**src/hw/rtl/isrt_pkg.sv**
```systemverilog
// Shared types and constants for the insertion sorter.
// Holds the store depth, field widths, the per-cell control struct and the
// controller status struct. Depends on nothing.
package isrt_pkg;

    // Capacity of the cell chain, in values.
    localparam int MAX_ITEMS = 64;
    // Width of the held value count, which must reach MAX_ITEMS itself.
    localparam int CNT_W     = $clog2(MAX_ITEMS + 1);
    localparam int VAL_W     = 32;

    // Controller states: collecting a set, or draining it to the output.
    typedef enum logic {
        ST_FILL,
        ST_DRAIN
    } t_state;

    // Commands that every cell of the chain sees in the same cycle.
    typedef struct packed {
        logic ins;    // insert the incoming value into the chain
        logic shift;  // move every value one cell toward the head
    } t_cell_ctl;

    // Handshake and result status from the controller.
    typedef struct packed {
        logic in_ready;
        logic out_valid;
        logic run_end;
        logic dropped;
    } t_status;

    // Flips the sign bit so that an unsigned compare orders signed values.
    function automatic logic [VAL_W-1:0] order_key(input logic [VAL_W-1:0] bits);
        order_key = bits ^ {1'b1, {(VAL_W-1){1'b0}}};
    endfunction

endpackage

```
**src/hw/rtl/isrt_cell.sv**
```systemverilog
// One cell of the sorting chain: holds one value and exchanges it with its
// neighbors. Depends on isrt_pkg for widths, the control struct and order_key.
module isrt_cell (
    input  logic                          i_clk,
    input  isrt_pkg::t_cell_ctl           i_ctl,
    input  logic [isrt_pkg::VAL_W-1:0]    i_new_val,
    input  logic                          i_occ,
    input  logic                          i_first_empty,
    input  logic [isrt_pkg::VAL_W-1:0]    i_left_val,
    input  logic                          i_left_gt,
    input  logic [isrt_pkg::VAL_W-1:0]    i_right_val,
    output logic [isrt_pkg::VAL_W-1:0]    o_val,
    output logic                          o_gt
);

    logic [isrt_pkg::VAL_W-1:0] r_val;
    logic [isrt_pkg::VAL_W-1:0] n_val;

    // A held value strictly above the new one moves up, so equal values keep
    // their arrival order.
    assign o_gt = i_occ &&
                  (isrt_pkg::order_key(r_val) > isrt_pkg::order_key(i_new_val));
    assign o_val = r_val;

    // On insert, a moving cell takes its left neighbor if that one also moves,
    // and the new value otherwise. On shift, it takes its right neighbor.
    always_comb begin
        n_val = r_val;
        if (i_ctl.ins && (o_gt || i_first_empty)) begin
            n_val = i_left_gt ? i_left_val : i_new_val;
        end else if (i_ctl.shift) begin
            n_val = i_right_val;
        end
    end

    always_ff @(posedge i_clk) begin
        r_val <= n_val;
    end

endmodule

```
**config.mk**
```make
export PLATFORM = sky130hd
export DESIGN_NAME = isrt_cell
export DESIGN_NICKNAME = d
export VERILOG_FILES = /design/src/hw/rtl/isrt_pkg.sv /design/src/hw/rtl/isrt_cell.sv
export SDC_FILE = /design/constraint.sdc
export NUM_CORES = 1
export LEC_CHECK = 0
export BUFFER_PORTS_ARGS = -buffer_cell sky130_fd_sc_hd__buf_2
export CORE_UTILIZATION = 50
export CTS_CLUSTER_DIAMETER = 200
export CTS_CLUSTER_SIZE = 14
export DETAILED_ROUTE_END_ITERATION = 8
export PLACE_DENSITY = 0.95
export SLEW_MARGIN = 20
export SYNTH_ARGS = -nofsm -noshare
export SYNTH_HDL_FRONTEND = slang
export SYNTH_SLANG_ARGS = --single-unit
```
**constraint.sdc**
```tcl
create_clock -name i_clk -period 8.5 [get_ports i_clk]
set_input_delay 0.425 -clock i_clk [delete_from_list [all_inputs] [get_ports i_clk]]
set_output_delay 0.425 -clock i_clk [all_outputs]
set_load 0.05 [all_outputs]
```
==> summary.md <==
| Metric | Value |
|---|---|
| Max Root-Sink Buffers | 2 |
| Hold_ws | 0.444 ns |
| Initial drt markers | roughly 100 |
| Root Driver | clkbuf_8 |
| Antenna viol nets, final | 0 |
| Avg Cell Area, Syn | 10.4 um^2 |
| Pre-CTS setup slack | approximately 5.4 ns |
| Post-DP HPWL | 5.13 mm |
| Area Overhead vs Synth | 28.1% |
| DP Cell Count | 448 |
| First drt pass iteration count | 4 |
| Slew Viols, Final | 0 |
| Yosys warns | 0 |
| Die Y | 74.8 um |
| Die area | 0.00560 mm^2 |
| Initial antenna violation count | 0 |
| Top cells by area, synth | edfxtp_1 (36%), mux2_4 (16%), ha_1 (15%) |
| Max FFs per register | 32 |
| Hold Violations, Final | 0 |
| Total grt overflow | 0 |
| Post-CTS Resized | 0 |
| Clock Skew | 0.00499 ns |
| Max rail drop VDD | approximately 0.080 mV |
| Most frequent cell after synthesis | nand2_1 |
| Crit-path cells | ha_1, a21oi_1, o21ai_0, a221o_1, o31a_1, o41a_2, or2_2 |
| Critical path arrival | 2.88 ns |
| Final Cycle Share | a little over a third |
| H-tree depth | 2 |
| TritonCTS Buffers | 5 |
| Vias in the first global route | 2194 |
| Row cnt | 26 |
| Avg WL per Cell | 14.1 um |
| Top-area cell type share of the netlist area | ~36% |
| Synth Cell Area | 0.00265 mm^2 |
| Clk Latency, worst-skew pair | roughly 0.28 ns |
| Slew @ Worst Pin | 0.943 ns |
| Layout Nets | 519 |
| Final Core Density | between 60% and 70% |
| Most area-hungry cell type in the Yosys netlist | edfxtp_1 |
| Hold buffers post-CTS | 0 |
| Synth Register Bits | 32 |
| CORE AREA | 0.00511 mm^2 |
| Fraction of registers with async set/reset | 0% |
| Starting Density | 51.9% |
| Post-route setup TNS | 0 ns |
| Synth cell types | 30 |
| RSZ-0062 raised after global routing | false |
| Ys flop type | edfxtp_1 |
| Critical path capture point type | register |
| Fillers | just over 400 |
| DRC violation count after routing | 0 |
| Gr usage total | 22.8% |
| I/O pin total | 135 |
| WP data required | 8.43 ns |
| Setup WS post-layout | between 5 and 6 ns |
| Maxcap violations | 0 |
| DR vias | 2341 |
| Syn_nets | roughly 390 |
| Via density | 5.15 |
| # diodes | 0 |
| Routability cong. | 0.818 |
| Slowest-stage cell, CP | or2_2 |
| Leak | approximately 1.8 nW |
| Critical path peak fanout | 32 |
| Number of setup buffers added after CTS | 0 |
| Largest net degree at the start of global routing | 63 |
| Crit path launch type | register |
| I/O Buffers | 134 |
| Clock-pin slew on the worst setup and hold paths | 0.06 ns |
| Min-delay worst type | primary input to register |
| Post-route insts no fill | 455 |
| CTS tree | yes |
| Clk sinks | 32 |
| Syn Inst Count | 254 |
| Power Density | 156 mW/mm^2 |
| Post-layout min period | 2.95 ns |
| Relative slew slack | 37.1% |
| Fraction of layout cells with a size suffix above 1 | 46.5% |
| First-pass GRT wire length | 9.38 mm |
| Final wirelength | 6.43 mm |
| Crit path kind | register to register |
| Die width | 74.8 um |
| Commonest cells in the netlist | nand2_1 (35), o21ai_0 (33), edfxtp_1 (32), ha_1 (32), inv_1 (32) |
| Register area share after synthesis | 36.2% |
| Fmax | roughly 340 MHz |
| EDFF count, synth | 32 |
| Max incr delay on CP | 0.58 ns |
| Status | complete, no violations |
| Final setup violation count | 0 |
## power by group
group,internal [mW],switching (mW)
combinational,0.0819,0.132
clock,0.0540,0.0541
sequential,0.198,0.00981
## metal layers
layer  routed length, um  global-route usage (%)  share of wire, %
met1                2600                    25.3                40
met2                3390                    43.4                53
met3                 406                    5.49               6.3
met4                  32                    5.87              0.50
met5                   0                       0                 0
## per-stage QoR
| step | total power, mW | cell area, um^2 |
|---|---|---|
| 6_report | 0.530 | 3400 |
| 5_1_grt | 0.559 | 3400 |
| 4_1_cts | 0.533 | 3400 |
| 3_5_place_dp | 0.425 | 3320 |
| 3_3_place_gp | 0.417 | 3320 |
| 2_1_floorplan | 0.369 | 2650 |
## area by class of cell
class / instances / area, um^2 / area share, %
multi-input cells: 179 / 1480 / 43.4
flip-flops and latches: 32 / 961 / 28.3
repair buffers: 135 / 678 / 20.0
inverters: 32 / 120 / 3.53
well taps: 70 / 87.6 / 2.58
clock buffers: 5 / 68.8 / 2.03
clock inverters: 2 / 7.51 / 0.221
## path summary, 6_finish.rpt
check | startpoint | slack [ns] | endpoint | cells past startpoint
worst max-delay path | o_val[7]$_DFFE_PP_ | 5.55 | o_val[12]$_DFFE_PP_ | 7
worst min-delay path | i_right_val[13] | 0.44 | o_val[13]$_DFFE_PP_ | 2
worst max register to register | o_val[7]$_DFFE_PP_ | 5.55 | o_val[12]$_DFFE_PP_ | 7
worst min register to register | o_val[15]$_DFFE_PP_ | 1.71 | o_val[18]$_DFFE_PP_ | 6
## cells by family (layout without fill, tap and decap cells)
kind of cell,count (synthesis),in the layout,share of synthesized area (%)
AO/OA/AOI/OAI,57,57,12.6
adder cells (fa/ha/maj),32,32,15.1
buffers and inverters,43,174,8.21
flip-flops,32,32,36.2
multiplexers,34,34,18.5
AND/OR/NAND/NOR,56,56,9.29
## cell usage in the layout (no fill, tap or decap)
master	instances
buf_2	134
nand2_1	35
o21ai_0	33
inv_1	32
ha_1	32
edfxtp_1	32
mux2_4	29
a21oi_1	11
nand4_1	8
nand3_1	5
mux2_2	5
clkbuf_8	5
nor2_1	4
a21o_1	2
clkinv_1	2
a211oi_1	1
a221oi_1	1
o41ai_1	1
a21oi_2	1
a221o_1	1
nor2b_1	1
o211ai_1	1
a2111oi_0	1
nor4_1	1
o31a_1	1
and2_1	1
o31a_2	1
o21ba_2	1
o41a_2	1
or2_2	1
buf_4	1
## critical path: cells and delay by family, from the launching register on
kind                       cells  cell delay, ns
DFF                            1            0.39
and+or+nand+nor                1            0.58
AOI/OAI and AO/OA              5            1.29
adders and majority gates      1            0.33
Note: power is estimated with default switching activity, not from simulation.
