==> config.mk <==
export PLATFORM = sky130hd
export DESIGN_NAME = isrt_ctrl
export DESIGN_NICKNAME = d
export VERILOG_FILES = /design/src/hw/rtl/isrt_pkg.sv /design/src/hw/rtl/isrt_ctrl.sv
export SDC_FILE = /design/constraint.sdc
export NUM_CORES = 1
export LEC_CHECK = 0
export BUFFER_PORTS_ARGS = -buffer_cell sky130_fd_sc_hd__buf_2
export CORE_AREA = 2 2 39 41
export DETAILED_ROUTE_END_ITERATION = 7
export DIE_AREA = 0 0 41 43
export PLACE_DENSITY_LB_ADDON = 0.05
export REMOVE_ABC_BUFFERS = 1
export SYNTH_ARGS = -nofsm -noshare
export SYNTH_HDL_FRONTEND = slang
export SYNTH_SLANG_ARGS = --single-unit
==> constraint.sdc <==
create_clock -name i_clk -period 2.3 [get_ports i_clk]
set_input_delay 0.23 -clock i_clk [delete_from_list [all_inputs] [get_ports i_clk]]
set_output_delay 0.23 -clock i_clk [all_outputs]
set_load 0.03 [all_outputs]
==> src/hw/rtl/isrt_pkg.sv <==
// Shared types and constants for the insertion sorter.
// Holds the store depth, field widths, the per-cell control struct and the
// controller status struct. Depends on nothing.
package isrt_pkg;

    // Capacity of the cell chain, in values.
    localparam int MAX_ITEMS = 64;
    // Width of the held value count, which must reach MAX_ITEMS itself.
    localparam int CNT_W     = $clog2(MAX_ITEMS + 1);
    localparam int VAL_W     = 32;

    // Controller states: collecting a set, or draining it to the output.
    typedef enum logic {
        ST_FILL,
        ST_DRAIN
    } t_state;

    // Commands that every cell of the chain sees in the same cycle.
    typedef struct packed {
        logic ins;    // insert the incoming value into the chain
        logic shift;  // move every value one cell toward the head
    } t_cell_ctl;

    // Handshake and result status from the controller.
    typedef struct packed {
        logic in_ready;
        logic out_valid;
        logic run_end;
        logic dropped;
    } t_status;

    // Flips the sign bit so that an unsigned compare orders signed values.
    function automatic logic [VAL_W-1:0] order_key(input logic [VAL_W-1:0] bits);
        order_key = bits ^ {1'b1, {(VAL_W-1){1'b0}}};
    endfunction

endpackage

==> src/hw/rtl/isrt_ctrl.sv <==
// Controller of the insertion sorter: held count, overflow flag, fill and
// drain states. Depends on isrt_pkg for the state enum and structs.
module isrt_ctrl (
    input  logic                          i_clk,
    input  logic                          i_rst_n,
    input  logic                          i_in_valid,
    input  logic                          i_in_set_end,
    input  logic                          i_out_ready,
    output isrt_pkg::t_cell_ctl           o_cell_ctl,
    output isrt_pkg::t_status             o_status,
    output logic [isrt_pkg::CNT_W-1:0]    o_count
);

    isrt_pkg::t_state              r_state;
    isrt_pkg::t_state              n_state;
    logic [isrt_pkg::CNT_W-1:0]    r_count;
    logic [isrt_pkg::CNT_W-1:0]    n_count;
    logic                          r_dropped;
    logic                          n_dropped;
    logic                          w_full;
    logic                          w_in_acc;
    logic                          w_out_acc;

    assign w_full = (r_count == isrt_pkg::CNT_W'(isrt_pkg::MAX_ITEMS));

    // State register, count and overflow flag.
    always_ff @(posedge i_clk) begin
        if (!i_rst_n) begin
            r_state   <= isrt_pkg::ST_FILL;
            r_count   <= '0;
            r_dropped <= 1'b0;
        end else begin
            r_state   <= n_state;
            r_count   <= n_count;
            r_dropped <= n_dropped;
        end
    end

    // Next state and handshake outputs.
    always_comb begin
        n_state              = r_state;
        n_count              = r_count;
        n_dropped            = r_dropped;
        o_cell_ctl           = '0;
        o_status.in_ready    = 1'b0;
        o_status.out_valid   = 1'b0;
        o_status.run_end     = (r_count == isrt_pkg::CNT_W'(1));
        o_status.dropped     = r_dropped;
        w_in_acc             = 1'b0;
        w_out_acc            = 1'b0;
        case (r_state)
            isrt_pkg::ST_FILL: begin
                o_status.in_ready = 1'b1;
                w_in_acc          = i_in_valid;
                if (w_in_acc) begin
                    if (w_full) begin
                        n_dropped = 1'b1;
                    end else begin
                        o_cell_ctl.ins = 1'b1;
                        n_count        = r_count + isrt_pkg::CNT_W'(1);
                    end
                    if (i_in_set_end) begin
                        n_state = isrt_pkg::ST_DRAIN;
                    end
                end
            end
            isrt_pkg::ST_DRAIN: begin
                o_status.out_valid = 1'b1;
                w_out_acc          = i_out_ready;
                if (w_out_acc) begin
                    o_cell_ctl.shift = 1'b1;
                    n_count          = r_count - isrt_pkg::CNT_W'(1);
                    if (o_status.run_end) begin
                        n_dropped = 1'b0;
                        n_state   = isrt_pkg::ST_FILL;
                    end
                end
            end
            default: begin
                n_state = isrt_pkg::ST_FILL;
            end
        endcase
    end

    assign o_count = r_count;

endmodule

==> results_dict.tcl <==
set metrics [dict create \
    crit_family "simple AND/OR/NAND/NOR gates" \
    area_growth_pct 14.75 \
    synth-warning-count 0 \
    wl_met3_um 32 \
    cp-start-kind "flip-flop" \
    gp_congestion 0.7571 \
    post_drt_wl_per_cell_um 12.51 \
    worst_pin_slew_ns 0.4404 \
    tns_ns 0 \
    synthesis.area_um2 610.6 \
    rows 14 \
    p_comb_share_pct 33.0 \
    synth-seq-cells 9 \
    seq_area_frac_synth_pct 29.51 \
    nNetsFinal 95 \
    synth_fa_ha_area_share_pct 8.197 \
    rsz0062_at_grt "no" \
    yosys-top-cells-count "dfxtp_1, nand2_1, nor2_1" \
    portBuffers 17 \
    slowest_delay_ns 0.59 \
    setup_viol 0 \
    muxShareOfSynthArea_pct 5.123 \
    overflow 0 \
    path_cells "or4_4 > nor3b_1 > buf_2" \
    p_int_uw 296.2 \
    postCtsSetupBuffers 0 \
    status "finished clean" \
    synth_compound_area_share_pct 19.67 \
    switchingPower_uw 178.1 \
    reg2reg_from "o_count[3]" \
    drt_iter0_drc 2 \
    track_usage_pct 17.49 \
    die_x_um 41 \
    grt_pass1_wl_um 2035 \
    total_power_uw 474.3 \
    ant_nets 0 \
    drc 0 \
    worst-path-buf-inv 1 \
    synth_top_family_by_area "simple AND/OR/NAND/NOR gates" \
    clk_pin_slew_worst_paths_ns 0.07 \
    yosys.area.top_type "dfxtp_1" \
    synthXorXnorAreaFrac_pct 2.869 \
    ys_types 31 \
    relSlewSlack_pct 70.64 \
    vias_per_cell 5.188 \
    top_layer_used "met4" \
    yosys.area_share.simple_pct 25.41 \
    synth_top_area_share_pct 29.51 \
    cts_resized 0 \
    firstDrtPassIters 4 \
    grt_antenna_before_repair 0 \
    n_antenna_cell 0 \
    hold_end "r_state" \
    cts_tree "built" \
    hp-class "input port to flip-flop" \
    grt_max_degree 14 \
    routed_wirelength_um 1264 \
    clock_sinks 9 \
    drive_gt1_share_pct 31.76 \
    timing.hold.worst_path_depth 3 \
    finalHoldViolCount 0 \
    swShare_pct 37.55 \
    ctsHoldBuffers 0 \
    fin_crit_ns 1.952 \
    cp_max_fo 7 \
    cp.arrival_ns 1.72 \
    synthArstFlopShare_pct 0 \
    drv_cap 0 \
    insertion_delay_ns 0.26 \
    clock.fmax_mhz 512.3 \
    hold_path.startpoint "i_in_set_end" \
    htree_levels 1 \
    synthFlopType "dfxtp_1" \
    wl_met1_um 644 \
    crit_type "flip-flop to primary output" \
    vias 524 \
    route.met2.wl_um 575 \
    power_frac_seq_pct 40.4 \
    core_um2 1384 \
    vdd_drop_max_mv 0.2997 \
    hpwlAfterDp_um 939.9 \
    critPathCaptureType "primary output" \
    syn_inst 70 \
    clockBufferDepth 2 \
    grt_pass1_vias 488 \
    cts_root_buf "clkbuf_4" \
    r2r_end "o_count[3]" \
    clkPwrFrac_pct 26.6 \
    synth_enable_flop_cells 0 \
    hold-worst-slack_ns 0.2026 \
    skew_ns 0.001349 \
    leakage_nw 0.3215 \
    required_ns 2.07 \
    slew_violations 0 \
    finish.utilization_pct 50.63 \
    power.density_nw_per_um2 677.0 \
    rrSetupSlack_ns 0.51 \
    rr_worst_depth 4 \
    syn_avg_cell_area_um2 8.723 \
    synth_area_leaders "dfxtp_1, ha_1, a21boi_1, buf_4, o31ai_4" \
    pin_count 18 \
    numCtsBuffers 3 \
    synth_most_common_cell "dfxtp_1" \
    cpMaxStageDelayCell "or4_4" \
    initial_utilization_pct 44.12 \
    die_h_um 43 \
    finalCritPeriodShare_pct 84.87 \
    dieArea_um2 1763 \
]
-- worst max path at each step --
stage / from / endpoint / slack [ns] / cells after the start
3_3_place_gp: o_count[3] / o_count[0] / 0.55 / 4
5_1_grt: o_count[3] / o_status[1] / 0.19 / 3
2_1_floorplan: o_count[3] / r_state / 0.03 / 4
4_1_cts: o_count[3] / o_status[1] / 0.33 / 3
3_5_place_dp: o_count[3] / o_count[3] / 0.52 / 4
6_report: o_count[3] / o_status[1] / 0.35 / 3
-- sequential cells by signal, summed over array words and instances (netlist names) --
name and count:
r_dropped 1, r_state 1, o_count 7
-- cell usage in the layout, fill, tap and decap left out, types with 4 or more instances in the layout --
cell and count:
inv_1 4, buf_2 17, nor2_1 5, dfxtp_1 9, ha_1 4, nand2_1 5
-- cell type report --
type / count / area (µm²)
Tap cell: 16 / 20.02
Clock buffer: 4 / 26.28
Multi-Input combinational cell: 51 / 374.1
Sequential cell: 9 / 180.2
Timing Repair Buffer: 17 / 85.08
Fill cell: 139 / 683.2
Inverter: 4 / 15.01
-- power groups by stage --
| stage | Clock, mW | Sequential, mW | Combinational (mW) |
|---|---|---|---|
| 2_1_floorplan | 0 | 0.216 | 0.0925 |
| 3_3_place_gp | 0 | 0.194 | 0.155 |
| 3_5_place_dp | 0 | 0.195 | 0.158 |
| 4_1_cts | 0.130 | 0.191 | 0.158 |
| 5_1_grt | 0.141 | 0.193 | 0.173 |
| 6_report | 0.126 | 0.192 | 0.156 |
-- routing by layer --
metal | track usage (%) | vias up
met5 | 0 | -
met4 | 12.00 | 0
met3 | 3.141 | 2
met2 | 24.06 | 9
met1 | 23.55 | 243
li1 | - | 270
-- cell families (layout without fill, tap and decap cells) --
family,Yosys count,count (layout)
AOI/OAI and AO/OA,16,16
xor gates and xnor gates,2,2
buffers and inverters,10,25
adders and majority gates,4,4
and+or+nand+nor,26,26
muxes,3,3
DFF,9,9
-- worst min-delay path: stages --
cell	delay [ns]
buf_2	0.08
a21oi_1	0.05
nor2_1	0.07
-- stage by stage --
step,instances,cell area [µm²],setup slack [ns]
floorplan,64,569.3,0.02666
global placement,97,674.4,0.5470
detailed placement,97,674.4,0.5201
CTS,101,700.7,0.3260
global route,101,700.7,0.1866
finish,101,700.7,0.3480
No activity file was read; power rests on OpenSTA's default activity.
